`src/hw/rtl/cube_distance_one_check_defines.svh`:
```
// assertion macros for the cube distance-one checker
// no dependencies; included by cdoc_accum, the module that checks its own logic
`ifndef CUBE_DISTANCE_ONE_CHECK_DEFINES_SVH
`define CUBE_DISTANCE_ONE_CHECK_DEFINES_SVH

`ifndef SYNTHESIS
`define CDOC_ASSERT(lbl, clk, rstn, prop) \
  lbl: assert property (@(posedge clk) disable iff (!rstn) prop) \
    else $error("cdoc assertion failed");
`define CDOC_ASSERT_ALWAYS(lbl, clk, prop) \
  lbl: assert property (@(posedge clk) prop) \
    else $error("cdoc assertion failed");
`else
`define CDOC_ASSERT(lbl, clk, rstn, prop)
`define CDOC_ASSERT_ALWAYS(lbl, clk, prop)
`endif

`endif

```
`src/hw/rtl/cdoc_pkg.sv`:
```
// shared types, constants and functions of the cube distance-one checker
// no dependencies
`timescale 1ns / 1ps
`default_nettype none

package cdoc_pkg;

  localparam int unsigned WordW         = 32;
  localparam int unsigned VarsPerWord   = 16;
  localparam int unsigned LaneIdxW      = 4;
  localparam int unsigned VarIdxW       = 8;
  localparam int unsigned TotalW        = 2;
  localparam int unsigned MaxWordsDflt  = 16;
  localparam logic [WordW-1:0] PairLowBits = 32'h5555_5555;
  localparam logic [WordW-1:0] MaskReset   = 32'h5555_5555;
  localparam logic [TotalW-1:0] TotalSat   = 2'd2;

  typedef struct packed {
    logic [WordW-1:0] word_a;
    logic [WordW-1:0] word_b;
    logic             final_word;
  } in_item_t;

  typedef struct packed {
    logic               found;
    logic [VarIdxW-1:0] variable_index;
  } out_item_t;

  // one bit per unmasked variable: set where the two cubes differ in both bits (01/10 or 00/11)
  function automatic logic [VarsPerWord-1:0] conflict_lanes(
    input logic [WordW-1:0] a,
    input logic [WordW-1:0] b,
    input logic [WordW-1:0] mask
  );
    logic [WordW-1:0]       x;
    logic [VarsPerWord-1:0] lanes;
    x = a ^ b;
    x = (x >> 1) & x & mask;
    for (int i = 0; i < VarsPerWord; i++) begin
      lanes[i] = x[2*i];
    end
    return lanes;
  endfunction

  // highest set lane
  function automatic logic [LaneIdxW-1:0] last_lane(input logic [VarsPerWord-1:0] lanes);
    logic [LaneIdxW-1:0] idx;
    idx = '0;
    for (int i = 0; i < VarsPerWord; i++) begin
      if (lanes[i]) begin
        idx = LaneIdxW'(i);
      end
    end
    return idx;
  endfunction

endpackage

`default_nettype wire

```
`src/hw/rtl/cube_distance_one_check.sv`:
```
// top level of the cube distance-one checker
// depends on cdoc_pkg, cdoc_in_stage, cdoc_accum, cdoc_out_reg
//
// channel   signals                              carries
// in        in_valid_i / in_ready_o / in_item_i  word pair of two cubes, final marker
// out       out_valid_o / out_ready_i / out_item_o  found flag and variable index
// cfg       cfg_we_i / cfg_wdata_i               last word mask, write only
//
// one item per cycle while final items find output room; every item passes the
// input register; a final item's result is then written to the output register
// per-cube state is a word counter, a two-bit conflict count and an index
// reset clears the valid flags, counters and index and loads the mask with 0x55555555
// a stalled result holds back only final items; others flow unless behind a held final item
`timescale 1ns / 1ps
`default_nettype none

module cube_distance_one_check #(
  parameter int unsigned MAX_WORDS = cdoc_pkg::MaxWordsDflt
) (
  input  wire logic                clk_i,
  input  wire logic                rst_ni,
  input  wire logic                cfg_we_i,
  input  wire logic [31:0]         cfg_wdata_i,
  input  wire logic                in_valid_i,
  output logic                     in_ready_o,
  input  wire cdoc_pkg::in_item_t  in_item_i,
  output logic                     out_valid_o,
  input  wire logic                out_ready_i,
  output cdoc_pkg::out_item_t      out_item_o
);

  logic                s1_valid;
  cdoc_pkg::in_item_t  s1_item;
  logic                take;
  logic                out_free;
  logic                res_valid;
  cdoc_pkg::out_item_t res_item;

  cdoc_in_stage u_in_stage (
    .clk_i      (clk_i),
    .rst_ni     (rst_ni),
    .in_valid_i (in_valid_i),
    .in_ready_o (in_ready_o),
    .in_item_i  (in_item_i),
    .take_i     (take),
    .s1_valid_o (s1_valid),
    .s1_item_o  (s1_item)
  );

  cdoc_accum #(
    .MAX_WORDS (MAX_WORDS)
  ) u_accum (
    .clk_i       (clk_i),
    .rst_ni      (rst_ni),
    .cfg_we_i    (cfg_we_i),
    .cfg_wdata_i (cfg_wdata_i),
    .s1_valid_i  (s1_valid),
    .s1_item_i   (s1_item),
    .out_free_i  (out_free),
    .take_o      (take),
    .res_valid_o (res_valid),
    .res_item_o  (res_item)
  );

  cdoc_out_reg u_out_reg (
    .clk_i       (clk_i),
    .rst_ni      (rst_ni),
    .res_valid_i (res_valid),
    .res_item_i  (res_item),
    .out_free_o  (out_free),
    .out_valid_o (out_valid_o),
    .out_ready_i (out_ready_i),
    .out_item_o  (out_item_o)
  );

endmodule

`default_nettype wire

```
`src/hw/rtl/cdoc_in_stage.sv`:
```
// input register of the cube distance-one checker
// depends on cdoc_pkg
`timescale 1ns / 1ps
`default_nettype none

module cdoc_in_stage (
  input  wire logic              clk_i,
  input  wire logic              rst_ni,
  input  wire logic              in_valid_i,
  output logic                   in_ready_o,
  input  wire cdoc_pkg::in_item_t in_item_i,
  input  wire logic              take_i,
  output logic                   s1_valid_o,
  output cdoc_pkg::in_item_t     s1_item_o
);

  logic               s1_valid_q, s1_valid_d;
  cdoc_pkg::in_item_t s1_item_q;

  assign in_ready_o = !s1_valid_q || take_i;

  always_comb begin
    s1_valid_d = s1_valid_q;
    if (in_valid_i && in_ready_o) begin
      s1_valid_d = 1'b1;
    end else if (take_i) begin
      s1_valid_d = 1'b0;
    end
  end

  always_ff @(posedge clk_i or negedge rst_ni) begin
    if (!rst_ni) begin
      s1_valid_q <= 1'b0;
    end else begin
      s1_valid_q <= s1_valid_d;
    end
  end

  always_ff @(posedge clk_i) begin
    if (in_valid_i && in_ready_o) begin
      s1_item_q <= in_item_i;
    end
  end

  assign s1_valid_o = s1_valid_q;
  assign s1_item_o  = s1_item_q;

endmodule

`default_nettype wire

```
`src/hw/rtl/cdoc_accum.sv`:
```
// conflict detection and per-cube state of the cube distance-one checker
// depends on cdoc_pkg and cube_distance_one_check_defines.svh
`timescale 1ns / 1ps
`default_nettype none
`include "cube_distance_one_check_defines.svh"

module cdoc_accum #(
  parameter int unsigned MAX_WORDS = cdoc_pkg::MaxWordsDflt
) (
  input  wire logic               clk_i,
  input  wire logic               rst_ni,
  input  wire logic               cfg_we_i,
  input  wire logic [31:0]        cfg_wdata_i,
  input  wire logic               s1_valid_i,
  input  wire cdoc_pkg::in_item_t s1_item_i,
  input  wire logic               out_free_i,
  output logic                    take_o,
  output logic                    res_valid_o,
  output cdoc_pkg::out_item_t     res_item_o
);

  localparam int unsigned PosW = $clog2(MAX_WORDS + 1);
  localparam logic [PosW-1:0] PosMax = PosW'(MAX_WORDS);

  logic [cdoc_pkg::WordW-1:0]       mask_q;
  logic [PosW-1:0]                  pos_q, pos_d;
  logic [cdoc_pkg::TotalW-1:0]      total_q, total_d, total_upd;
  logic [cdoc_pkg::VarIdxW-1:0]     var_q, var_d, var_upd;
  logic                             active;
  logic [cdoc_pkg::WordW-1:0]       lane_mask;
  logic [cdoc_pkg::VarsPerWord-1:0] lanes;
  logic                             hit_any, hit_multi;
  logic [cdoc_pkg::TotalW:0]        sum;
  logic [cdoc_pkg::LaneIdxW-1:0]    pos_lo;

  assign active    = pos_q < PosMax;
  assign lane_mask = s1_item_i.final_word ? (mask_q & cdoc_pkg::PairLowBits)
                                          : cdoc_pkg::PairLowBits;
  assign lanes     = cdoc_pkg::conflict_lanes(s1_item_i.word_a, s1_item_i.word_b, lane_mask);
  assign hit_any   = active && (|lanes);
  assign hit_multi = |(lanes & (lanes - cdoc_pkg::VarsPerWord'(1)));
  assign pos_lo    = cdoc_pkg::LaneIdxW'(pos_q);

  always_comb begin
    sum = {1'b0, total_q};
    if (hit_any) begin
      sum = {1'b0, total_q} + (hit_multi ? 3'd2 : 3'd1);
    end
    total_upd = (sum > {1'b0, cdoc_pkg::TotalSat}) ? cdoc_pkg::TotalSat
                                                   : sum[cdoc_pkg::TotalW-1:0];
    var_upd = hit_any ? {pos_lo, cdoc_pkg::last_lane(lanes)} : var_q;
  end

  // a final item needs room in the output register
  assign take_o      = s1_valid_i && (!s1_item_i.final_word || out_free_i);
  assign res_valid_o = take_o && s1_item_i.final_word;

  always_comb begin
    res_item_o.found          = (total_upd == 2'd1);
    res_item_o.variable_index = res_item_o.found ? var_upd : '0;
  end

  always_comb begin
    pos_d   = pos_q;
    total_d = total_q;
    var_d   = var_q;
    if (take_o) begin
      if (s1_item_i.final_word) begin
        pos_d   = '0;
        total_d = '0;
        var_d   = '0;
      end else begin
        pos_d   = active ? pos_q + PosW'(1) : pos_q;
        total_d = total_upd;
        var_d   = var_upd;
      end
    end
  end

  always_ff @(posedge clk_i or negedge rst_ni) begin
    if (!rst_ni) begin
      mask_q  <= cdoc_pkg::MaskReset;
      pos_q   <= '0;
      total_q <= '0;
      var_q   <= '0;
    end else begin
      if (cfg_we_i) begin
        mask_q <= cfg_wdata_i;
      end
      pos_q   <= pos_d;
      total_q <= total_d;
      var_q   <= var_d;
    end
  end

  `CDOC_ASSERT(a_pos_bound, clk_i, rst_ni, pos_q <= PosMax)
  `CDOC_ASSERT(a_total_sat, clk_i, rst_ni, total_q <= cdoc_pkg::TotalSat)
  `CDOC_ASSERT(a_clear_after_final, clk_i, rst_ni, res_valid_o |=> ({pos_q, total_q, var_q} == '0))
  `CDOC_ASSERT(a_no_result_unfree, clk_i, rst_ni, res_valid_o |-> out_free_i)

endmodule

`default_nettype wire

```
`src/hw/rtl/cdoc_out_reg.sv`:
```
// result register of the cube distance-one checker
// depends on cdoc_pkg
`timescale 1ns / 1ps
`default_nettype none

module cdoc_out_reg (
  input  wire logic                clk_i,
  input  wire logic                rst_ni,
  input  wire logic                res_valid_i,
  input  wire cdoc_pkg::out_item_t res_item_i,
  output logic                     out_free_o,
  output logic                     out_valid_o,
  input  wire logic                out_ready_i,
  output cdoc_pkg::out_item_t      out_item_o
);

  logic                out_valid_q, out_valid_d;
  cdoc_pkg::out_item_t out_item_q;

  assign out_free_o = !out_valid_q || out_ready_i;

  always_comb begin
    out_valid_d = out_valid_q;
    if (res_valid_i) begin
      out_valid_d = 1'b1;
    end else if (out_ready_i) begin
      out_valid_d = 1'b0;
    end
  end

  always_ff @(posedge clk_i or negedge rst_ni) begin
    if (!rst_ni) begin
      out_valid_q <= 1'b0;
    end else begin
      out_valid_q <= out_valid_d;
    end
  end

  always_ff @(posedge clk_i) begin
    if (res_valid_i) begin
      out_item_q <= res_item_i;
    end
  end

  assign out_valid_o = out_valid_q;
  assign out_item_o  = out_item_q;

endmodule

`default_nettype wire
```
`config.mk`:
```
export PLATFORM = sky130hd
export DESIGN_NAME = cube_distance_one_check
export DESIGN_NICKNAME = d
export VERILOG_FILES = /design/src/hw/rtl/cdoc_pkg.sv /design/src/hw/rtl/cube_distance_one_check.sv /design/src/hw/rtl/cdoc_in_stage.sv /design/src/hw/rtl/cdoc_accum.sv /design/src/hw/rtl/cdoc_out_reg.sv
export VERILOG_INCLUDE_DIRS = /design/src /design/src/hw/rtl
export SDC_FILE = /design/constraint.sdc
export NUM_CORES = 1
export LEC_CHECK = 0
export BUFFER_PORTS_ARGS = -buffer_cell sky130_fd_sc_hd__buf_2
export CAP_MARGIN = 5
export CORE_ASPECT_RATIO = 0.8
export CORE_MARGIN = 2
export CORE_UTILIZATION = 42
export CTS_BUF_LIST = sky130_fd_sc_hd__clkbuf_16
export CTS_CLUSTER_DIAMETER = 120
export CTS_CLUSTER_SIZE = 16
export DETAILED_ROUTE_END_ITERATION = 7
export PLACE_DENSITY = 0.73
export SETUP_SLACK_MARGIN = 0.15
export SLEW_MARGIN = 20
export SYNTH_ARGS = -nofsm -noshare
export SYNTH_HDL_FRONTEND = slang
export SYNTH_SLANG_ARGS = --single-unit
```
`constraint.sdc`:
```
create_clock -name clk_i -period 6.7 [get_ports clk_i]
set_clock_uncertainty 0.1 [all_clocks]
set_input_delay 1.34 -clock clk_i [delete_from_list [all_inputs] [get_ports clk_i]]
set_output_delay 1.34 -clock clk_i [all_outputs]
set_load 0.02 [all_outputs]
```
======== After elaboration in Yosys (flattened, before gate mapping) ========
Cells that the tools add are included.
storage, ports and cells
  register bits ........................... 122
  input port bits ......................... 102
  output and inout bits ................... 11
  logic and storage cells ................. 65
operators by class
  add/subtract/negate cells ............... 3
  magnitude comparators ................... 2
  equal/unequal tests ..................... 1
  muxes and demuxes ....................... 28
  bitwise gates (word level) .............. 4
  reduce and logical (&&, ||, !) cells .... 16
operators with widths
  cell                                                            count
  AND 31 bit                                                      2
  2-to-1 mux 4 bit                                                8
  OR reduction 16 bit                                             2
  bitwise XOR 32 bit                                              1
  2-to-1 mux 31 bit                                               1
  AND 16 bit                                                      1
  2-to-1 mux 8 bit                                                2
  subtractor 16 x 1 -> 16 bit (second input constant)             1
  2-to-1 mux 3 bit                                                5
  2-to-1 mux 2 bit                                                5
  2-to-1 mux 5 bit                                                2
  nonzero test 2 bit                                              3
  adder 5 x 1 -> 5 bit (second input constant)                    1
  less-than comparator 5 bit (second input constant)              1
  2-to-1 mux 1 bit                                                5
  logical AND 1 bit                                               4
  adder 2 x 3 -> 3 bit                                            1
  greater-than comparator 3 x 2 -> 1 bit (second input constant)  1
  logical NOT 1 bit                                               3
  logical OR 1 bit                                                3
  equality test 2 x 1 -> 1 bit (second input constant)            1
  AND reduction 2 bit                                             1

======== Logic depth before layout (Yosys ltp) ========
Gate-level depths: netlist of the first run.
  word-level depth ........................ 20
  mapped depth ............................ 15
  mapped depth without buffers ............ 13

======== Modules after synthesis ========
Synthesis of the first run repeated with hierarchy kept, for this count alone.
unflattened totals
  cell total of the unflattened synthesis .. 331
  area, all modules ....................... 4658.2 um^2
by module, submodules not included
  module         times used  cells each  area an instance (um^2)  sequential area each (um^2)
  cdoc_accum     1           250         2334.7                   795.8
  cdoc_in_stage  1           69          2005.7                   1976.9
  cdoc_out_reg   1           12          317.8                    295.3

======== Worst setup path before layout of the first run ========
No wires, ideal clock.
  path type ............................... input -> register
  start point ............................. in out_ready_i
  end point ............................... reg u_in_stage.s1_item_q, in the netlist u_in_stage.s1_item_o[0] (enable)
  setup time .............................. 0.430 ns
  arrival ................................. 3.178 ns
  required time ........................... 6.170 ns
  setup slack ............................. 2.992 ns
  stages .................................. 2
  path buffers ............................ 0
  path through ............................ nand4b_1 and2_1
on the way
  cells in the longest elaborated chain, start to end .. 5
RTL lines
  item                  RTL line                       source
  from (decl)           cube_distance_one_check.sv:28  input wire logic out_ready_i,
  logical OR 1 bit      cdoc_out_reg.sv:20             assign out_free_o = !out_valid_q || out_ready_i;
  logical OR 1 bit      cdoc_accum.sv:55               assign take_o = s1_valid_i && (!s1_item_i.final_word || out_free_i);
  logical AND 1 bit     cdoc_accum.sv:55
  logical OR 1 bit      cdoc_in_stage.sv:20            assign in_ready_o = !s1_valid_q || take_i;
  logical AND 1 bit     cdoc_in_stage.sv:40            if (in_valid_i && in_ready_o) begin
  to (signal assigned)  cdoc_in_stage.sv:41            s1_item_q <= in_item_i;
  to (decl)             cdoc_in_stage.sv:18            cdoc_pkg::in_item_t s1_item_q;
No other way between the ends.
A chain may end at the register's enable or synchronous reset.

======== Worst setup path after layout of the first run ========
  start point ............................. reg u_in_stage.s1_item_q, in the netlist u_in_stage.s1_item_o[0]
  end point ............................... reg u_out_reg.out_item_q, in the netlist u_out_reg.out_item_o[4] (data pin)
on the way
  cells in the longest elaborated chain, start to end .. 11
  elaborated cells on any way between the ends .. 14
  classes of those cells .................. add/sub (2); order compare (1); eq/ne (1); mux (5); bitwise (2); reduce/logical (3)
RTL lines
  item                                    RTL line            source
  2-to-1 mux 31 bit *                     cdoc_accum.sv:37    assign lane_mask = s1_item_i.final_word ? (mask_q & cdoc_pkg::PairLowBits)
  AND 31 bit *                            cdoc_pkg.sv:38      x = (x >> 1) & x & mask;
  subtractor 16 x 1 -> 16 bit             cdoc_accum.sv:41    assign hit_multi = |(lanes & (lanes - cdoc_pkg::VarsPerWord'(1)));
  AND 16 bit                              cdoc_accum.sv:41
  OR reduction 16 bit                     cdoc_accum.sv:41
  2-to-1 mux 2 bit                        cdoc_accum.sv:47    sum = {1'b0, total_q} + (hit_multi ? 3'd2 : 3'd1);
  adder 2 x 3 -> 3 bit                    cdoc_accum.sv:47
  2-to-1 mux 3 bit                        cdoc_accum.sv:46    if (hit_any) begin
  greater-than comparator 3 x 2 -> 1 bit  cdoc_accum.sv:49    total_upd = (sum > {1'b0, cdoc_pkg::TotalSat}) ? cdoc_pkg::TotalSat
  2-to-1 mux 2 bit                        cdoc_accum.sv:49
  equality test 2 x 1 -> 1 bit            cdoc_accum.sv:59    res_item_o.found = (total_upd == 2'd1);
  to (signal assigned)                    cdoc_out_reg.sv:41  out_item_q <= res_item_i;
  to (decl)                               cdoc_out_reg.sv:18  cdoc_pkg::out_item_t out_item_q;
Mark *: on every way between the ends. The rest lies on a longest branch, timed or not.

==> reports/summary.md, run 1 <==
For the pin with the worst max-slew slack, the measured transition is 0.824 ns. For this design, the sink count on the clock tree is 107. Setup total negative slack on the finished layout was measured at 0 ns.

Clock-pin slew was measured on the worst setup and hold paths at 0.07 ns. The total nets after synthesis is 438. Data on the critical path is required at its endpoint by 6.76 ns. The count of vias placed by the detailed router is 2,999, and the largest net degree at the start of global routing is 66. The run gives 0.00230 µW as the leakage power total.

Worst min-delay path category: reg2reg. Counting distinct cell types in the post-synthesis netlist gives 46. In this run the cell area of the synthesized design comes to 4680 µm². The die area is 12,000 µm², and the count of endpoints failing hold in the final timing report is 0. The most critical setup path has its startpoint at u_in_stage.s1_item_o[0]. The worst register-to-register path ends at u_out_reg.out_item_o[4]. The width of the die was 122 µm. The layout cell share with drive strength beyond 1 works out to 0.361.

The logs give 579 for the number of standard cells in the final layout excluding fillers and 408 µW for the total net switching power. Area occupied by multi-input gates: 1550 µm². The worst register-to-register path begins at u_in_stage.s1_item_o[0]. For the row count, the log shows 34.

A synthesized cell averages 14.1 µm². In this run, the number of DRC markers left after iteration 0 of detailed routing was 144. Clock latency on the worst-skew pair, taken at its later pin, is 0.35 ns. The net switching fraction of the power is 0.257.

Once the clock tree was built, the setup fixing pass inserted 0 buffers. The worst setup path is captured at a register. The maximum resistive drop on vdd is 0.160 mV. For the total routing resource utilization after global routing, the log shows 0.166. In the final routed layout, each cell accounts on average for 15.9 µm. The number of synthesized flops with an enable pin was 74; the reg2reg setup slack was 2.35 ns. Register area share after synthesis: 0.655.

The max-slew violation total from the final report came out at 0. The most instantiated flip-flop cell in the synthesis netlist was edfxtp_1. After detailed routing, the number of remaining DRC violations is 0. The run gives 0 as the number of antenna violations at the first check in global routing. The run gives 2 as the maximum root-to-sink buffer count. Compared with the post-synthesis result, the final layout area differs by 19.4%. The die boundary height is 98.5 µm, and the via density per instance is 5.18.

The number of instances in the synthesized netlist was 333; the starting utilization of the core area was 0.430. The share of the cycle needed by the critical path after routing was 0.649; the number of hold buffers added after CTS was 0. The critical setup path kind was reg2reg. The tools report the internal power of the cells as 1180 µW.

Across the run, the number of max-cap violations was 0. The run gives 3,047 as the number of global-route vias before repair. The critical path ends at u_out_reg.out_item_o[4].

The first detailed-routing pass took 4 iterations. The first global-routing pass estimated 15,100 µm of wire. In this run the most critical hold path is launched from u_accum.var_q[3].

The tools report the leftover overflow at the end of global routing as 0. TritonCTS built the clock tree. Setup repair after global routing left no endpoint under its margin. The run gives 9200 µm as the final wirelength. The run finished with clean final reports. The worst endpoint data arrival time came out at 4.40 ns. CTS built an H-tree with a depth of 3. The sum of net half-perimeters after detailed placement was 6440 µm. Gates resized during post-CTS repair numbered 0. Yosys printed 0 warnings.

The detail route stage leaves a number of antenna-violating nets equal to 0. The share of flip-flops with an asynchronous set or reset was 0.308. The top-level I/O count was 113; the post-layout net count was 535. The post-layout total power came out at 1580 µW.

The worst setup path is launched from a register. The placeable core region is 10,900 µm², and the count of state elements after synthesis is 107. The run gives 0.156 as the combinational cell fraction of total power. The worst-case reg-to-reg path depth was 12; the power share of the clock group was 0.322. At the end of routability-driven placement, the weighted congestion stood at 0.864.

Once placement completed, the tool counted placed cells totaling 563. The number of filler cells placed in the layout was 942. The headroom to the max-slew limit was 0.451; the CTS buffer count was 9. Derived from the worst setup path, the maximum achievable clock frequency is 230 MHz. The count of buffers added on input and output ports is 96.

For the finished layout, the period the worst path requires is 4.35 ns. Root cell of the clock tree: clkbuf_16. The portion of total power attributed to sequential cells was 0.523.

The number of diodes added for antenna fixing was 0; the biggest fanout along the worst timing path was 18. Dividing total power by cell area gives a power density of 283 nW/µm². The total area of sequential cells came out at 3070 µm².

Setup violations remaining at the end of the flow were counted as 0.
## flip-flops by register name, indices dropped and copies added (netlist names)
| name | count |
|---|---|
| u_accum.mask_q | 16 |
| u_out_reg.out_valid_o | 1 |
| u_accum.var_q | 8 |
| u_accum.total_q | 2 |
| u_out_reg.out_item_o | 9 |
| u_accum.pos_q | 5 |
| u_in_stage.s1_item_o | 65 |
| u_in_stage.s1_valid_o | 1 |
## critical path, cell delays in order, from the launching register on
cell and delay [ns]:
edfxtp_1 0.76, inv_2 0.35, o211a_1 0.41, nor4_4 0.46, a21oi_1 0.11, o21ai_0 0.20
o211ai_1 0.13, or3_1 0.39, fa_1 0.47, nor2_1 0.18, and2_1 0.30, nand3_1 0.12
o21ai_0 0.15
## Yosys cell counts, types with 2 or more instances
cell type | n | area share
and3_1 | 4 | 0.0053
ha_1 | 2 | 0.0053
nor2b_1 | 9 | 0.012
nand3_1 | 7 | 0.0075
mux2_2 | 16 | 0.038
dfrtp_1 | 17 | 0.091
and2_1 | 3 | 0.0040
buf_6 | 2 | 0.0048
o21ai_0 | 20 | 0.021
clkbuf_1 | 10 | 0.0080
nand2b_1 | 4 | 0.0053
nor3b_1 | 4 | 0.0064
o211a_1 | 13 | 0.028
a21o_1 | 2 | 0.0032
nor2_1 | 17 | 0.014
a31oi_1 | 5 | 0.0067
edfxtp_1 | 74 | 0.47
nand2_1 | 22 | 0.018
dfstp_2 | 16 | 0.090
nor3_1 | 5 | 0.0053
nand4b_1 | 2 | 0.0037
nor4_4 | 4 | 0.018
a22oi_1 | 2 | 0.0032
or2_2 | 2 | 0.0027
inv_1 | 2 | 0.0016
o31ai_1 | 3 | 0.0048
xor2_1 | 32 | 0.060
o22ai_1 | 4 | 0.0053
a21oi_1 | 13 | 0.014
## cell families after synthesis
family / after synthesis / share of synthesized area
adders and majority gates: 5 / 0.0142
and+or+nand+nor: 86 / 0.107
buffers and inverters: 15 / 0.0152
DFF: 107 / 0.655
AOI/OAI and AO/OA: 72 / 0.110
muxes: 16 / 0.0385
xor gates and xnor gates: 32 / 0.0598
## layout make-up
type,count,area share
Clock buffer,9,0.0403
Tap cell,144,0.0322
Clock inverter,7,0.0112
Timing Repair Buffer,98,0.0886
Multi-Input combinational cell,211,0.277
Inverter,3,0.00201
Sequential cell,107,0.549
## metal layers
layer  up-vias  GRT usage  wire (µm)
li1       1436          -          -
met1      1445      0.234       4270
met2       105      0.242       4110
met3        13     0.0567        673
met4         0     0.0566        137
met5         -          0          0
## worst min-delay path by stage
stage	to	slack (ns)	depth (start not counted)
after floorplan	u_accum.var_q[2]	0.35	2
after global placement	u_accum.var_q[2]	0.37	2
after detailed placement	u_accum.var_q[3]	0.38	2
after CTS	u_accum.var_q[3]	0.40	2
after global routing	u_accum.var_q[2]	0.44	2
final	u_accum.var_q[3]	0.40	2
## power groups by stage
| stage | clock (µW) | sequential, µW | combinational, µW |
|---|---|---|---|
| after floorplan | 0 | 835 | 169 |
| after global placement | 0 | 837 | 237 |
| after detailed placement | 0 | 842 | 245 |
| after CTS | 523 | 828 | 247 |
| after global routing | 548 | 837 | 276 |
| final | 510 | 828 | 247 |
## metrics by stage
step                      utilization  worst slack (ns)  hold slack (ns)  cell area (µm²)
final                           0.514              2.35            0.400             5590
after CTS                       0.514              2.36            0.400             5590
after floorplan                     -              2.99            0.350             4680
after global routing            0.514              2.08            0.442             5590
after detailed placement        0.487              2.40            0.383             5310
after global placement          0.487              2.46            0.370             5310
## layout by cell type, fill, tap and decap left out, types with 2 or more instances in the layout
cell and instances:
inv_1 4, nor2b_1 9, a31oi_1 5, nor2_1 17
xor2_1 32, nand2b_1 4, a21oi_1 13, o211a_1 13
buf_4 2, dfrtp_1 17, buf_2 96, dfstp_2 16
nor4_4 4, mux2_2 16, nor3_1 5, a22oi_1 2
clkbuf_16 9, o31ai_1 2, o21ai_0 20, edfxtp_1 74
or2_2 2, and2_1 2, nand3_1 7, o22ai_1 4
nand2_1 22, a21o_1 2, nand4b_1 2, nor3b_1 4
and3_1 4, ha_1 2
Power figures use the tool's default switching activity.
==> run 2, diff against run 1 <==
Settings changed: ABC_AREA set to 1, PLACE_DENSITY 0.73 to 0.76.
Clock period 6.7 ns to 3.6 ns, I/O delays scaled along.
==> run 2 against run 1 <==
Against the previous run: register-to-register slack got worse by 1.9 ns; setup slack got worse by 1.9 ns; non-clock buffer count rose by 1; combinational power increased by 68%; cell count grew 13%; fmax rose by 38%; cell area about the same; area after synthesis is 1.2% lower.
==> reports/summary.md, run 2 <==
The flow ran to the end, and the final reports show no timing, DRC or antenna violations. The largest net degree at the start of global routing is 39 (-41%). The starting utilization of the core area is 0.428 (-0.00194). The die area came out at 11,900 µm² (-1.2%). The final critical-path required period is 3.15 ns (-1.19 ns), and the placeable core region is 10,800 µm² (-0.78%).

The number of global-route vias before repair is 3,063 (+0.53%), and the critical path depth in cells is 17 (+5). The run gives 5280 µm² (-0.57%) as the instance area at placement. Count of vias placed by the detailed router: 3,088 (+3.0%). The tree is rooted in a clkbuf_16. The average instance area after synthesis came out at 11.5 µm² (-18%).

The reg2reg setup slack came out at 0.45 ns (-1.91 ns). The worst endpoint data arrival time came out at 3.14 ns (-1.26 ns). The residual antenna-violating net count after detailed routing is 0 (unchanged), and the number of flip-flops under the largest register name is 65 (unchanged). The max-capacitance violation count was 0 (unchanged). The count of state elements after synthesis works out to 107 (unchanged). The growth of design area from synthesis to finish works out to 21.0%. For this design, the slowest cell found on the critical path is fa_1.

Post-detailed-route wirelength per cell: 13.4 µm (-16%). The tools report the final-layout setup total negative slack as 0 ns (unchanged). The synthesized-area fraction occupied by adder cells was 0.00974 (-0.00442); the final wirelength was 8800 µm (-4.3%).

The number of gates resized after CTS is 0 (unchanged). The worst-case reg-to-reg path depth was 17 (+5). The compound-gate portion of the synthesized area was 0.0636 (-0.0465). The commonest cells after synthesis are nand2_1, edfxtp_1, inv_1, nor2_1, o21ai_0. Setup repair after global routing left no endpoint under its margin. In this design, the critical path's most frequently occurring cell is nor2_1. The delay of the slowest cell on the worst path works out to 0.48 ns (-0.28 ns). Count of buffers from port buffering: 96 (unchanged). Simple logic cell fraction of the synthesized area: 0.170 (+0.0625). The total routing resource utilization after global routing came out at 0.156 (-0.0105). Capturing element type of the critical path: a register.

The run gives 656 (+13%) as the number of standard cells in the final layout excluding fillers. By instance count, the leading cell after synthesis is nand2_1. The run gives 14,200 µm (-5.9%) as the first-pass GRT wire length. Post-CTS setup buffer count: 0 (unchanged). The headroom to the max-slew limit was 0.434 (-0.0171); the placer congestion estimate was 0.860 (-0.45%). The worst min-delay path category was in2async.

The run gives 0 (unchanged) as the total of endpoints with negative setup slack in the final report. For the maximum root-to-sink buffer count, the log shows 2 (unchanged). The number of buffer and inverter stages on the critical path was 2 (+1); the number of diodes added for antenna fixing was 0 (unchanged). The max-slew violation total from the final report is 0 (unchanged), and the total placed cells including tap cells is 640 (+14%). The final setup slack of the worst path came out at 0.448 ns (-1.91 ns). The share of flip-flops with an asynchronous set or reset was 0.308 (unchanged); the share of cell area taken by muxes after synthesis was 0.0170 (-0.0214). The tools report the total nets after synthesis as 507 (+16%). In this run the critical register-to-register path is captured at u_out_reg.out_item_o[7]. The kind of cell with the highest combined delay along the critical path is simple AND/OR/NAND/NOR gates.

STA classifies the critical path startpoint as a register. The tools report the number of antenna violations at the first check in global routing as 0 (unchanged). The biggest area contributor in the post-synthesis netlist is edfxtp_1.

Leaving out fill and tap cells, the most frequent cell in the layout is buf_2. The combinational family with the most area after synthesis was simple AND/OR/NAND/NOR gates. The number of DRC violations after detailed routing came out at 0 (unchanged). The biggest fanout along the worst timing path was 9 (-9); the share of the cycle needed by the critical path after routing was 0.876 (+0.227).

The row count is 34 (unchanged). The transition time of the tightest slew-check pin is 0.849 ns (+0.0244 ns), and the die boundary height is 97.9 µm (-0.59%). The logs give 0 (unchanged) for the leftover overflow at the end of global routing and 4630 µm² (-1.2%) for the synthesized cell area. Sorting the synthesized cells by area gives the leading types as edfxtp_1, dfrtp_1, dfstp_2. The number of synthesized flops with an enable pin came out at 74 (unchanged). Insertion delay of the later-clocked pin in the worst-skew pair: 0.34 ns (about the same).

Walking the worst path, the cells encountered are inv_2, o22ai_1, nor3b_1, nor2_1, nand2_2, inv_1, nand2_1, nand2_1, nand4_1, nor2_1, ha_1, fa_1, nor2_1, nand2_1, nand2_2, nand2_4, nor2_1. The pre-CTS worst setup slack is 0.424 ns (-1.98 ns). For the maximum resistive drop on vdd, the log shows 0.283 mV (+77%). For the maximum achievable frequency, the log shows 317 MHz (+38%).

The fraction of synthesized cell area taken by the top area cell type was 0.480 (+0.00590). The total number of H-tree levels was 3 (unchanged). The data required time of the critical path is 3.59 ns (-3.17 ns).

The sum of net half-perimeters after detailed placement came out at 6450 µm (about the same). The count of endpoints failing hold in the final timing report is 0 (unchanged). The critical path is of the reg2reg type.

The top-level I/O count is 113 (unchanged), and the number of instances in the synthesized netlist is 402 (+21%). The xor and xnor area share after synthesis was 0.0284 (-0.0314); the number of hold buffers added after CTS was 0 (unchanged). The worst register-to-register path begins at u_in_stage.s1_item_o[0].

The layout cell share with drive strength beyond 1 was 0.330 (-0.0308). The leakage power total was 0.00243 µW (+6.0%); the post-layout net count was 612 (+14%). The post-layout utilization of the core is 0.518 (+0.00427), and the number of different library cells in the post-synthesis netlist is 39 (-15%).

Register area share after synthesis: 0.663 (+0.00815). The number of synthesis warnings is 0 (unchanged). The summed area of non-filler cells in the final layout came out at 5600 µm² (about the same). The via density per instance came out at 4.71 (-9.1%). Most instantiated flip-flop cell in the synthesis netlist: edfxtp_1. TritonCTS built the clock tree. In the layout the commonest cells are buf_2, nand2_1, edfxtp_1, inv_1, nor2_1. The number of clock sinks seen by CTS came out at 107 (unchanged). The number of detailed-route iterations in the first pass was 5 (+1). The width of the die works out to 121 µm (-0.60%).

The CTS buffer count was 9 (unchanged). The clock-pin slew on the worst setup and hold paths works out to 0.07 ns (about the same). For the first-iteration detailed-routing DRC count, the log shows 125 (-13%).

The power density over the cells was 516 nW/µm² (+82%).
-- run 2: worst max path at each step --
stage | startpoint | to
4_1_cts | u_in_stage.s1_item_o[0] | u_out_reg.out_item_o[7]
2_1_floorplan | out_ready_i | u_in_stage.s1_item_o[0]
5_1_grt | u_in_stage.s1_item_o[0] | u_out_reg.out_item_o[1]
6_report | u_in_stage.s1_item_o[0] | u_out_reg.out_item_o[7]
3_5_place_dp | u_in_stage.s1_item_o[0] | u_out_reg.out_item_o[4]
3_3_place_gp | u_in_stage.s1_item_o[0] | u_out_reg.out_item_o[7]
-- run 2: final cells by class --
type | count | area, µm²
sequential | 107 | 3070
multi-input combinational | 240 | 1350
tap | 144 | 180
timing repair buffer | 99 | 507
inverter | 50 | 190
fill | 1002 | 5210
clock buffer | 9 | 225
clock inverter | 7 | 77.6
-- run 2: per-layer routing --
metal	vias up	track usage	wire length, µm
met5	-	0	0
met4	0	0.0416	111
met3	13	0.0461	447
met2	83	0.260	4180
met1	1433	0.199	4050
li1	1559	-	-
-- run 2: worst reg2reg max path: stages (launching register included) --
cell and delay [ns]:
edfxtp_1 0.42, inv_2 0.23, o22ai_1 0.13, nor3b_1 0.34, nor2_1 0.13, nand2_2 0.09
inv_1 0.07, nand2_1 0.09, nand2_1 0.06, nand4_1 0.09, nor2_1 0.07, ha_1 0.19
fa_1 0.48, nor2_1 0.04, nand2_1 0.07, nand2_2 0.08, nand2_4 0.14, nor2_1 0.06
-- run 2: through the flow --
step                hold WS, ns  power [µW]
floorplan                 0.324        1790
global placement          0.356        1910
detailed placement        0.362        1930
CTS                       0.381        2910
global route              0.420        3030
finish                    0.360        2880
-- run 2: cells by family after synthesis --
family	Yosys count
flip-flops	107
AND/OR/NAND/NOR	163
adder cells (fa/ha/maj)	3
XOR/XNOR	15
buffers and inverters	55
AO/OA/AOI/OAI	52
multiplexers	7
-- run 2: report_power, final --
part	internal, µW	switching (µW)
Clock	544	436
Sequential	1440	48.4
Combinational	157	258
